==> src/hdl/mpint_encoder_core_assert.svh <==
// Assertion macros for the mpint encoder blocks.
// Expects clk and rst_n in the scope of each use.
`ifndef MPINT_ENCODER_CORE_ASSERT_SVH
`define MPINT_ENCODER_CORE_ASSERT_SVH
`ifndef SYNTHESIS
`define MPE_ASSERT(label, cond, msg) \
  label: assert property (@(posedge clk) disable iff (!rst_n) (cond)) else $error(msg);
`define MPE_ASSERT_NEXT(label, pre, post, msg) \
  label: assert property (@(posedge clk) disable iff (!rst_n) (pre) |=> (post)) \
    else $error(msg);
`else
`define MPE_ASSERT(label, cond, msg)
`define MPE_ASSERT_NEXT(label, pre, post, msg)
`endif
`endif

==> src/hdl/mpe_pkg.sv <==
// Shared types and constants for the mpint encoder.
// No dependencies.
package mpe_pkg;

  localparam logic [7:0] TOP_BIT  = 8'h80;
  localparam logic [1:0] HDR_LAST = 2'd3;

  typedef enum logic [2:0] {
    B_IDLE,
    B_ERR,
    B_HDR,
    B_PAD,
    B_RD,
    B_WAIT
  } back_state_t;

endpackage

==> src/hdl/mpe_front.sv <==
// Front end: drops leading zero bytes, writes significant bytes to the store,
// and queues one descriptor per integer. Uses mpe_pkg.
module mpe_front import mpe_pkg::*; #(
  parameter int MAX_BYTES = 32,
  localparam int CNT_W  = ($clog2(MAX_BYTES + 1) < 2) ? 2 : $clog2(MAX_BYTES + 1),
  localparam int IDX_W  = (MAX_BYTES < 2) ? 1 : $clog2(MAX_BYTES),
  localparam int ADDR_W = IDX_W + 1,
  localparam int DESC_W = CNT_W + 3
) (
  input  logic              clk,
  input  logic              rst_n,
  input  logic [7:0]        in_byte,
  input  logic              in_last,
  input  logic              push,
  output logic              full,
  output logic              wr_en,
  output logic [ADDR_W-1:0] wr_addr,
  output logic [7:0]        wr_data,
  output logic              q_push,
  output logic [DESC_W-1:0] q_data,
  input  logic              q_full
);

  logic [CNT_W-1:0] count_r, count_nxt;
  logic             seen_r, seen_nxt;
  logic             ovf_r, ovf_nxt;
  logic             pad_r, pad_nxt;
  logic             bank_r, bank_nxt;
  logic             accept;
  logic             sig;

  assign full    = q_full;
  assign accept  = push && !q_full;
  assign sig     = seen_r || (in_byte != 8'd0);
  assign wr_addr = {bank_r, count_r[IDX_W-1:0]};
  assign wr_data = in_byte;

  always_comb begin
    count_nxt = count_r;
    seen_nxt  = seen_r;
    ovf_nxt   = ovf_r;
    pad_nxt   = pad_r;
    bank_nxt  = bank_r;
    wr_en     = 1'b0;
    q_push    = 1'b0;
    q_data    = '0;
    if (accept) begin
      if (sig) begin
        seen_nxt = 1'b1;
        if (count_r < CNT_W'(MAX_BYTES)) begin
          wr_en     = 1'b1;
          count_nxt = count_r + CNT_W'(1);
          if (count_r == '0) begin
            pad_nxt = (in_byte & TOP_BIT) != 8'd0;
          end
        end else begin
          ovf_nxt = 1'b1;
        end
      end
      if (in_last) begin
        q_push    = 1'b1;
        q_data    = {ovf_nxt, pad_nxt, bank_r, count_nxt};
        count_nxt = '0;
        seen_nxt  = 1'b0;
        ovf_nxt   = 1'b0;
        pad_nxt   = 1'b0;
        bank_nxt  = ~bank_r;
      end
    end
  end

  always_ff @(posedge clk) begin
    if (!rst_n) begin
      count_r <= '0;
      seen_r  <= 1'b0;
      ovf_r   <= 1'b0;
      pad_r   <= 1'b0;
      bank_r  <= 1'b0;
    end else begin
      count_r <= count_nxt;
      seen_r  <= seen_nxt;
      ovf_r   <= ovf_nxt;
      pad_r   <= pad_nxt;
      bank_r  <= bank_nxt;
    end
  end

endmodule

==> src/hdl/mpe_desc_q.sv <==
// Two-entry descriptor queue between front and back ends.
// Uses the assertion macros header.
`include "mpint_encoder_core_assert.svh"
module mpe_desc_q #(
  parameter int W = 9
) (
  input  logic         clk,
  input  logic         rst_n,
  input  logic         q_push,
  input  logic [W-1:0] q_data,
  output logic         q_full,
  input  logic         q_pop,
  output logic         q_empty,
  output logic [W-1:0] q_head
);

  logic [W-1:0] slot_r [2];
  logic         wp_r, wp_nxt;
  logic         rp_r, rp_nxt;
  logic [1:0]   cnt_r, cnt_nxt;

  assign q_full  = (cnt_r == 2'd2);
  assign q_empty = (cnt_r == 2'd0);
  assign q_head  = slot_r[rp_r];

  always_comb begin
    wp_nxt  = q_push ? ~wp_r : wp_r;
    rp_nxt  = q_pop ? ~rp_r : rp_r;
    cnt_nxt = cnt_r + {1'b0, q_push} - {1'b0, q_pop};
  end

  always_ff @(posedge clk) begin
    if (q_push) begin
      slot_r[wp_r] <= q_data;
    end
  end

  always_ff @(posedge clk) begin
    if (!rst_n) begin
      wp_r  <= 1'b0;
      rp_r  <= 1'b0;
      cnt_r <= 2'd0;
    end else begin
      wp_r  <= wp_nxt;
      rp_r  <= rp_nxt;
      cnt_r <= cnt_nxt;
    end
  end

  `MPE_ASSERT(a_push_room, !(q_push && q_full), "descriptor pushed into full queue")
  `MPE_ASSERT(a_pop_data, !(q_pop && q_empty), "descriptor popped from empty queue")
  `MPE_ASSERT(a_cnt_range, cnt_r != 2'd3, "descriptor count out of range")

endmodule

==> src/hdl/mpe_back.sv <==
// Back end: holds the two-bank byte store and emits the length header, pad
// and stored bytes per descriptor, or one overflow byte. Uses mpe_pkg.
module mpe_back import mpe_pkg::*; #(
  parameter int MAX_BYTES = 32,
  localparam int CNT_W     = ($clog2(MAX_BYTES + 1) < 2) ? 2 : $clog2(MAX_BYTES + 1),
  localparam int IDX_W     = (MAX_BYTES < 2) ? 1 : $clog2(MAX_BYTES),
  localparam int ADDR_W    = IDX_W + 1,
  localparam int DESC_W    = CNT_W + 3,
  localparam int LEN_W     = CNT_W + 1,
  localparam int MEM_DEPTH = 2 ** ADDR_W
) (
  input  logic              clk,
  input  logic              rst_n,
  input  logic              wr_en,
  input  logic [ADDR_W-1:0] wr_addr,
  input  logic [7:0]        wr_data,
  input  logic              q_empty,
  input  logic [DESC_W-1:0] q_head,
  output logic              q_pop,
  output logic [7:0]        out_byte,
  output logic              out_last,
  output logic              out_overflow,
  output logic              empty,
  input  logic              pop
);

  logic [7:0]       mem_r [MEM_DEPTH];
  logic [7:0]       rdata_r;
  back_state_t      state_r, state_nxt;
  logic [CNT_W-1:0] idx_r, idx_nxt;
  logic             ov_r, ov_nxt;
  logic [7:0]       ob_r;
  logic             ol_r;
  logic             oo_r;

  logic [CNT_W-1:0]  d_count;
  logic              d_bank;
  logic              d_pad;
  logic              d_ovf;
  logic [LEN_W-1:0]  len;
  logic              slot;
  logic              load;
  logic [7:0]        lb;
  logic              ll;
  logic              lo;
  logic              rd_en;
  logic [ADDR_W-1:0] rd_addr;
  logic              data_last;

  assign d_count   = q_head[CNT_W-1:0];
  assign d_bank    = q_head[CNT_W];
  assign d_pad     = q_head[CNT_W+1];
  assign d_ovf     = q_head[CNT_W+2];
  assign len       = LEN_W'(d_count) + LEN_W'(d_pad);
  assign rd_addr   = {d_bank, idx_r[IDX_W-1:0]};
  assign data_last = (LEN_W'(idx_r) + LEN_W'(1)) == LEN_W'(d_count);
  assign slot      = !ov_r || pop;

  assign out_byte     = ob_r;
  assign out_last     = ol_r;
  assign out_overflow = oo_r;
  assign empty        = !ov_r;

  always_ff @(posedge clk) begin
    if (wr_en) begin
      mem_r[wr_addr] <= wr_data;
    end
    if (rd_en) begin
      rdata_r <= mem_r[rd_addr];
    end
  end

  always_comb begin
    state_nxt = state_r;
    idx_nxt   = idx_r;
    load      = 1'b0;
    lb        = 8'd0;
    ll        = 1'b0;
    lo        = 1'b0;
    rd_en     = 1'b0;
    q_pop     = 1'b0;
    case (state_r)
      B_IDLE: begin
        if (!q_empty) begin
          idx_nxt   = '0;
          state_nxt = d_ovf ? B_ERR : B_HDR;
        end
      end
      B_ERR: begin
        if (slot) begin
          load      = 1'b1;
          ll        = 1'b1;
          lo        = 1'b1;
          q_pop     = 1'b1;
          state_nxt = B_IDLE;
        end
      end
      B_HDR: begin
        if (slot) begin
          load = 1'b1;
          if (idx_r == CNT_W'(HDR_LAST)) begin
            lb      = 8'(len);
            idx_nxt = '0;
            if (d_count == '0) begin
              ll        = 1'b1;
              q_pop     = 1'b1;
              state_nxt = B_IDLE;
            end else begin
              state_nxt = d_pad ? B_PAD : B_RD;
            end
          end else begin
            idx_nxt = idx_r + CNT_W'(1);
          end
        end
      end
      B_PAD: begin
        if (slot) begin
          load      = 1'b1;
          state_nxt = B_RD;
        end
      end
      B_RD: begin
        rd_en     = 1'b1;
        state_nxt = B_WAIT;
      end
      B_WAIT: begin
        if (slot) begin
          load = 1'b1;
          lb   = rdata_r;
          ll   = data_last;
          if (data_last) begin
            q_pop     = 1'b1;
            state_nxt = B_IDLE;
          end else begin
            idx_nxt   = idx_r + CNT_W'(1);
            state_nxt = B_RD;
          end
        end
      end
      default: begin
        state_nxt = B_IDLE;
      end
    endcase
    ov_nxt = load ? 1'b1 : (pop ? 1'b0 : ov_r);
  end

  always_ff @(posedge clk) begin
    if (load) begin
      ob_r <= lb;
      ol_r <= ll;
      oo_r <= lo;
    end
  end

  always_ff @(posedge clk) begin
    if (!rst_n) begin
      state_r <= B_IDLE;
      idx_r   <= '0;
      ov_r    <= 1'b0;
    end else begin
      state_r <= state_nxt;
      idx_r   <= idx_nxt;
      ov_r    <= ov_nxt;
    end
  end

endmodule

==> src/hdl/mpint_encoder_core.sv <==
// Top level of the SSH mpint encoder: front end, descriptor queue, back end.
// Depends on mpe_pkg, mpe_front, mpe_desc_q and mpe_back.
//
//   channel  ports                         accepted when
//   input    in_byte, in_last              push && !full
//   result   out_byte, out_last,           pop && !empty
//            out_overflow
//
// Input bytes are taken one per cycle while the descriptor queue has room;
// two integers may be held, one in each bank of the byte store.
// Header and pad bytes leave one per cycle while the result port is popped;
// each stored byte needs a registered store read, in states B_RD and B_WAIT.
// Reset is synchronous, active low; the store needs no clearing pass.
// A stalled result port holds the back end; the front end runs on until the
// queue fills.
module mpint_encoder_core #(
  parameter int MAX_BYTES = 32
) (
  input  logic       clk,
  input  logic       rst_n,
  input  logic [7:0] in_byte,
  input  logic       in_last,
  input  logic       push,
  output logic       full,
  output logic [7:0] out_byte,
  output logic       out_last,
  output logic       out_overflow,
  output logic       empty,
  input  logic       pop
);

  localparam int CNT_W  = ($clog2(MAX_BYTES + 1) < 2) ? 2 : $clog2(MAX_BYTES + 1);
  localparam int IDX_W  = (MAX_BYTES < 2) ? 1 : $clog2(MAX_BYTES);
  localparam int ADDR_W = IDX_W + 1;
  localparam int DESC_W = CNT_W + 3;

  logic              wr_en;
  logic [ADDR_W-1:0] wr_addr;
  logic [7:0]        wr_data;
  logic              q_push;
  logic [DESC_W-1:0] q_data;
  logic              q_full;
  logic              q_pop;
  logic              q_empty;
  logic [DESC_W-1:0] q_head;

  mpe_front #(.MAX_BYTES(MAX_BYTES)) u_front (
    .clk     (clk),
    .rst_n   (rst_n),
    .in_byte (in_byte),
    .in_last (in_last),
    .push    (push),
    .full    (full),
    .wr_en   (wr_en),
    .wr_addr (wr_addr),
    .wr_data (wr_data),
    .q_push  (q_push),
    .q_data  (q_data),
    .q_full  (q_full)
  );

  mpe_desc_q #(.W(DESC_W)) u_desc_q (
    .clk     (clk),
    .rst_n   (rst_n),
    .q_push  (q_push),
    .q_data  (q_data),
    .q_full  (q_full),
    .q_pop   (q_pop),
    .q_empty (q_empty),
    .q_head  (q_head)
  );

  mpe_back #(.MAX_BYTES(MAX_BYTES)) u_back (
    .clk          (clk),
    .rst_n        (rst_n),
    .wr_en        (wr_en),
    .wr_addr      (wr_addr),
    .wr_data      (wr_data),
    .q_empty      (q_empty),
    .q_head       (q_head),
    .q_pop        (q_pop),
    .out_byte     (out_byte),
    .out_last     (out_last),
    .out_overflow (out_overflow),
    .empty        (empty),
    .pop          (pop)
  );

endmodule
==> config.mk <==
export PLATFORM = sky130hd
export DESIGN_NAME = mpint_encoder_core
export DESIGN_NICKNAME = d
export VERILOG_FILES = /design/src/hdl/mpe_pkg.sv /design/src/hdl/mpe_front.sv /design/src/hdl/mpe_desc_q.sv /design/src/hdl/mpe_back.sv /design/src/hdl/mpint_encoder_core.sv
export VERILOG_INCLUDE_DIRS = /design/src /design/src/hdl
export SDC_FILE = /design/constraint.sdc
export NUM_CORES = 1
export LEC_CHECK = 0
export BUFFER_PORTS_ARGS = -buffer_cell sky130_fd_sc_hd__buf_4
export CAP_MARGIN = 10
export CORE_MARGIN = 1.5
export CORE_UTILIZATION = 60
export CTS_CLUSTER_SIZE = 16
export DETAILED_ROUTE_END_ITERATION = 8
export GPL_TIMING_DRIVEN = 0
export PLACE_DENSITY = 0.81
export SLEW_MARGIN = 15
export SYNTH_ARGS = -nofsm -noshare
export SYNTH_HDL_FRONTEND = slang
export SYNTH_SLANG_ARGS = --single-unit
==> constraint.sdc <==
create_clock -name clk -period 3.9 [get_ports clk]
set_input_delay 0.39 -clock clk [delete_from_list [all_inputs] [get_ports clk]]
set_output_delay 0.39 -clock clk [all_outputs]
set_load 0.01 [all_outputs]
==> run metrics <==
Setup TNS Final=0 ns; post-CTS setup buffers=0; HPWL Detailed=roughly 31000 um; Post-synth top cells=548 x edfxtp_1, 168 x mux4_2, 103 x nor2_1; CTS tree=built; CP Launch Point=u_back.idx_r[2]$_SDFFE_PN0P_; post-route clock period utilization=96.0%; Placed Instance Area=23500 um2; sequential share of the synthesized area=about three quarters; Max Slew Vio Count=0; MaxCap Viol Count=0; CTS Hold Bufs=0; Top delay family on crit path=buffers and inverters; most frequent cell after synthesis=edfxtp_1; port bufs=23; xor and xnor area share after synthesis=0.716%; ys flop type=edfxtp_1; count of final setup violators=0; Initial Utilization=60.6%; post-synthesis compound-gate area fraction=2.01%; vias in the first global route=roughly 12000; RSZ-0062 raised after global routing=false; slowest library cell on the worst path=clkbuf_1; area growth from synthesis to layout=10.6%; post-synthesis mux area share=17.2%; IO Count=25; Slowest Stage Delay on Critical Path=just over 0.6 ns; Layout Skew=0.0214 ns; maximum vdd ir drop=roughly 300 uV; Nets=1201; Die Height=198 um; Reg clk slew, reported paths=around 0.060 ns; crit path buf inv count=3; Worst R2R Path Depth=13; post-synthesis cell type count=54; relative slew slack=27.1%; async set-reset flop share out of synthesis=0%; first-pass GRT wire length=just under 80000 um; H-tree levels=2; ratio of cells with drive above 1 in the final layout=23.0%; Setup crit end kind=register; r2r endpoint=u_desc_q.cnt_r[1]$_SDFF_PN0_; Mapped Cells=1103; leakage power figure=7.59 nW; synthesized area=22700 um2; crit-path max FO=10; CP arrival=between 4 and 5 ns; pwr/cell area=524 nW/um2; CP required=about 4.4 ns; ANT cells=0; top post-synthesis cells by area=edfxtp_1 72%, mux4_2 17%, dfxtp_1 2.2%; root buf cell=clkbuf_16; worst slew pin tran=1.09 ns; Rows=71; largest family of logic cells by synthesized area=multiplexers; Post-synth EDFFs=548; global route overflow=0; largest net degree at the start of global routing=67; WS Path Type=register to register; post-layout util=between 60% and 70%; Die X=198 um; gr usage total=27.8%; adder-cell share of the synthesized area=0.386%; DRT antenna net count=0; worst r2r src=u_back.idx_r[2]$_SDFFE_PN0P_; CP startpoint kind=register; Via density=6.67; status=finished, final reports clean; DRT iter0 DRCs=1503; CP Depth=13; Final Wtd Congestion=0.849; endpoints failing hold=0; DR DRC count=0; Place WS=-0.109 ns; final hold slack=roughly 0.14 ns; Hold Crit Class=input port to register; post-route cell area=about 25000 um2; Synth Area in Simple Gates=3.78%; top cell type by total area after synthesis=edfxtp_1; Syn Nets=1123; reg-to-reg slack, setup=0.15 ns; Clock Sink Count=approximately 570; minimum clock period=3.75 ns; Worst-Skew Late Latency=0.59 ns; post-detailed-route wirelength per cell=30.1 um; CP Cell Sequence=clkbuf_1, clkbuf_1, nand4_1, nand3_1, nand4_1, a211oi_1, o21a_1, ha_1, inv_1, ha_1, xor2_1, xnor2_1, nor2_1; syn_area_per_cell=20.6 um2; clk buf depth=3; Synth top area share=72.5%; initial antenna violation count=1; Synth warnings=0; final wirelength=52100 um; PnR worst setup slack=0.155 ns; Inserted Clock Buffers=53; post_cts resized=0; core area=37500 um2; routed via count=11600; Seq cells post-synth=573; Die Footprint=39000 um2; Max Clk Rate=267 MHz; DRT Pass-1 Iters=5; worst setup path end=u_desc_q.cnt_r[1]$_SDFF_PN0_
==> cells in the final DEF (no fill, tap or decap), types with 3 or more instances in the layout <==
| cell | count |
|---|---|
| nand3_1 | 10 |
| xnor2_1 | 10 |
| nand4_1 | 3 |
| o21ai_0 | 5 |
| a21oi_1 | 23 |
| nor3_1 | 8 |
| clkbuf_16 | 55 |
| a32oi_1 | 3 |
| and3_1 | 5 |
| clkbuf_1 | 48 |
| dfxtp_1 | 25 |
| nor2b_1 | 3 |
| clkinv_1 | 13 |
| buf_1 | 10 |
| nor2_1 | 103 |
| nand2_1 | 27 |
| a31oi_1 | 6 |
| xor2_1 | 6 |
| nand2b_1 | 5 |
| mux2i_1 | 10 |
| a22o_1 | 6 |
| nand3b_1 | 5 |
| buf_2 | 16 |
| buf_4 | 23 |
| and2_1 | 4 |
| inv_1 | 11 |
| or3_1 | 6 |
| ha_1 | 7 |
| edfxtp_1 | 548 |
| clkinv_2 | 7 |
| mux4_2 | 168 |
| o22ai_1 | 4 |
==> metrics by stage <==
stage	power, mW	instances
floorplan	7.96	1103
global placement	8.38	1637
detailed placement	8.43	1637
CTS	13.2	1733
global route	13.5	1733
finish	13.2	1733
==> worst min path at each step <==
stage	startpoint	to	cells after the start
4_1_cts	rst_n	register	3
3_5_place_dp	u_front.ovf_r$_SDFFE_PN0P_	u_front.ovf_r$_SDFFE_PN0P_	2
2_1_floorplan	u_front.ovf_r$_SDFFE_PN0P_	u_front.ovf_r$_SDFFE_PN0P_	2
6_report	rst_n	register	3
5_1_grt	rst_n	register	3
3_3_place_gp	u_desc_q.rp_r$_SDFFE_PN0P_	u_desc_q.rp_r$_SDFFE_PN0P_	2
==> registers in the layout, summed over array words and instances (netlist names), 2 cells and up, named ones only <==
signal           cells
u_back.mem_r       512
u_back.out_byte      8
u_front.count_r      6
u_back.rdata_r       8
u_desc_q.cnt_r       2
u_back.idx_r         6
u_desc_q.slot_r     18
u_back.state_r       3
==> final cells by class <==
class                      instances  area [um2]
timing repair buffer              23         173
clock inverter                    23         130
clock buffer                      73        1460
fill                            2286       12400
inverter                          11        41.3
sequential                       573       17000
tap                              511         639
buffer                            59         249
multi-input combinational        460        5460
==> cell families (layout without fill, tap and decap cells) <==
family,Yosys count,count (layout)
flip-flops,573,573
AND/OR/NAND/NOR,189,189
multiplexers,179,179
buffers and inverters,70,189
AO/OA/AOI/OAI,68,68
XOR/XNOR,17,17
adder cells (fa/ha/maj),7,7
==> per-layer routing <==
layer  track usage [%]  vias up  part of all wire [%]
met4              11.5        2                   4.3
met2              44.8      698                    49
li1                  -     4709                     -
met1              37.9     6026                    37
met3              5.34      119                   9.3
met5                 0        -                 0.052
==> report_power, final <==
| part | internal, mW | switching (mW) | total [mW] |
|---|---|---|---|
| sequential | 6.88 | 0.0465 | 6.93 |
| clock | 2.68 | 2.17 | 4.84 |
| combinational | 0.571 | 0.819 | 1.39 |
| total | 10.1 | 3.03 | 13.2 |
==> worst reg2reg max path, stage by stage (launching register included) <==
cell and delay (ns):
dfxtp_1 0.37, clkbuf_1 0.58, clkbuf_1 0.63, nand4_1 0.23
nand3_1 0.15, nand4_1 0.11, a211oi_1 0.39, o21a_1 0.30
ha_1 0.28, inv_1 0.06, ha_1 0.14, xor2_1 0.17
xnor2_1 0.14, nor2_1 0.06
Power figures use the tool's default switching activity.
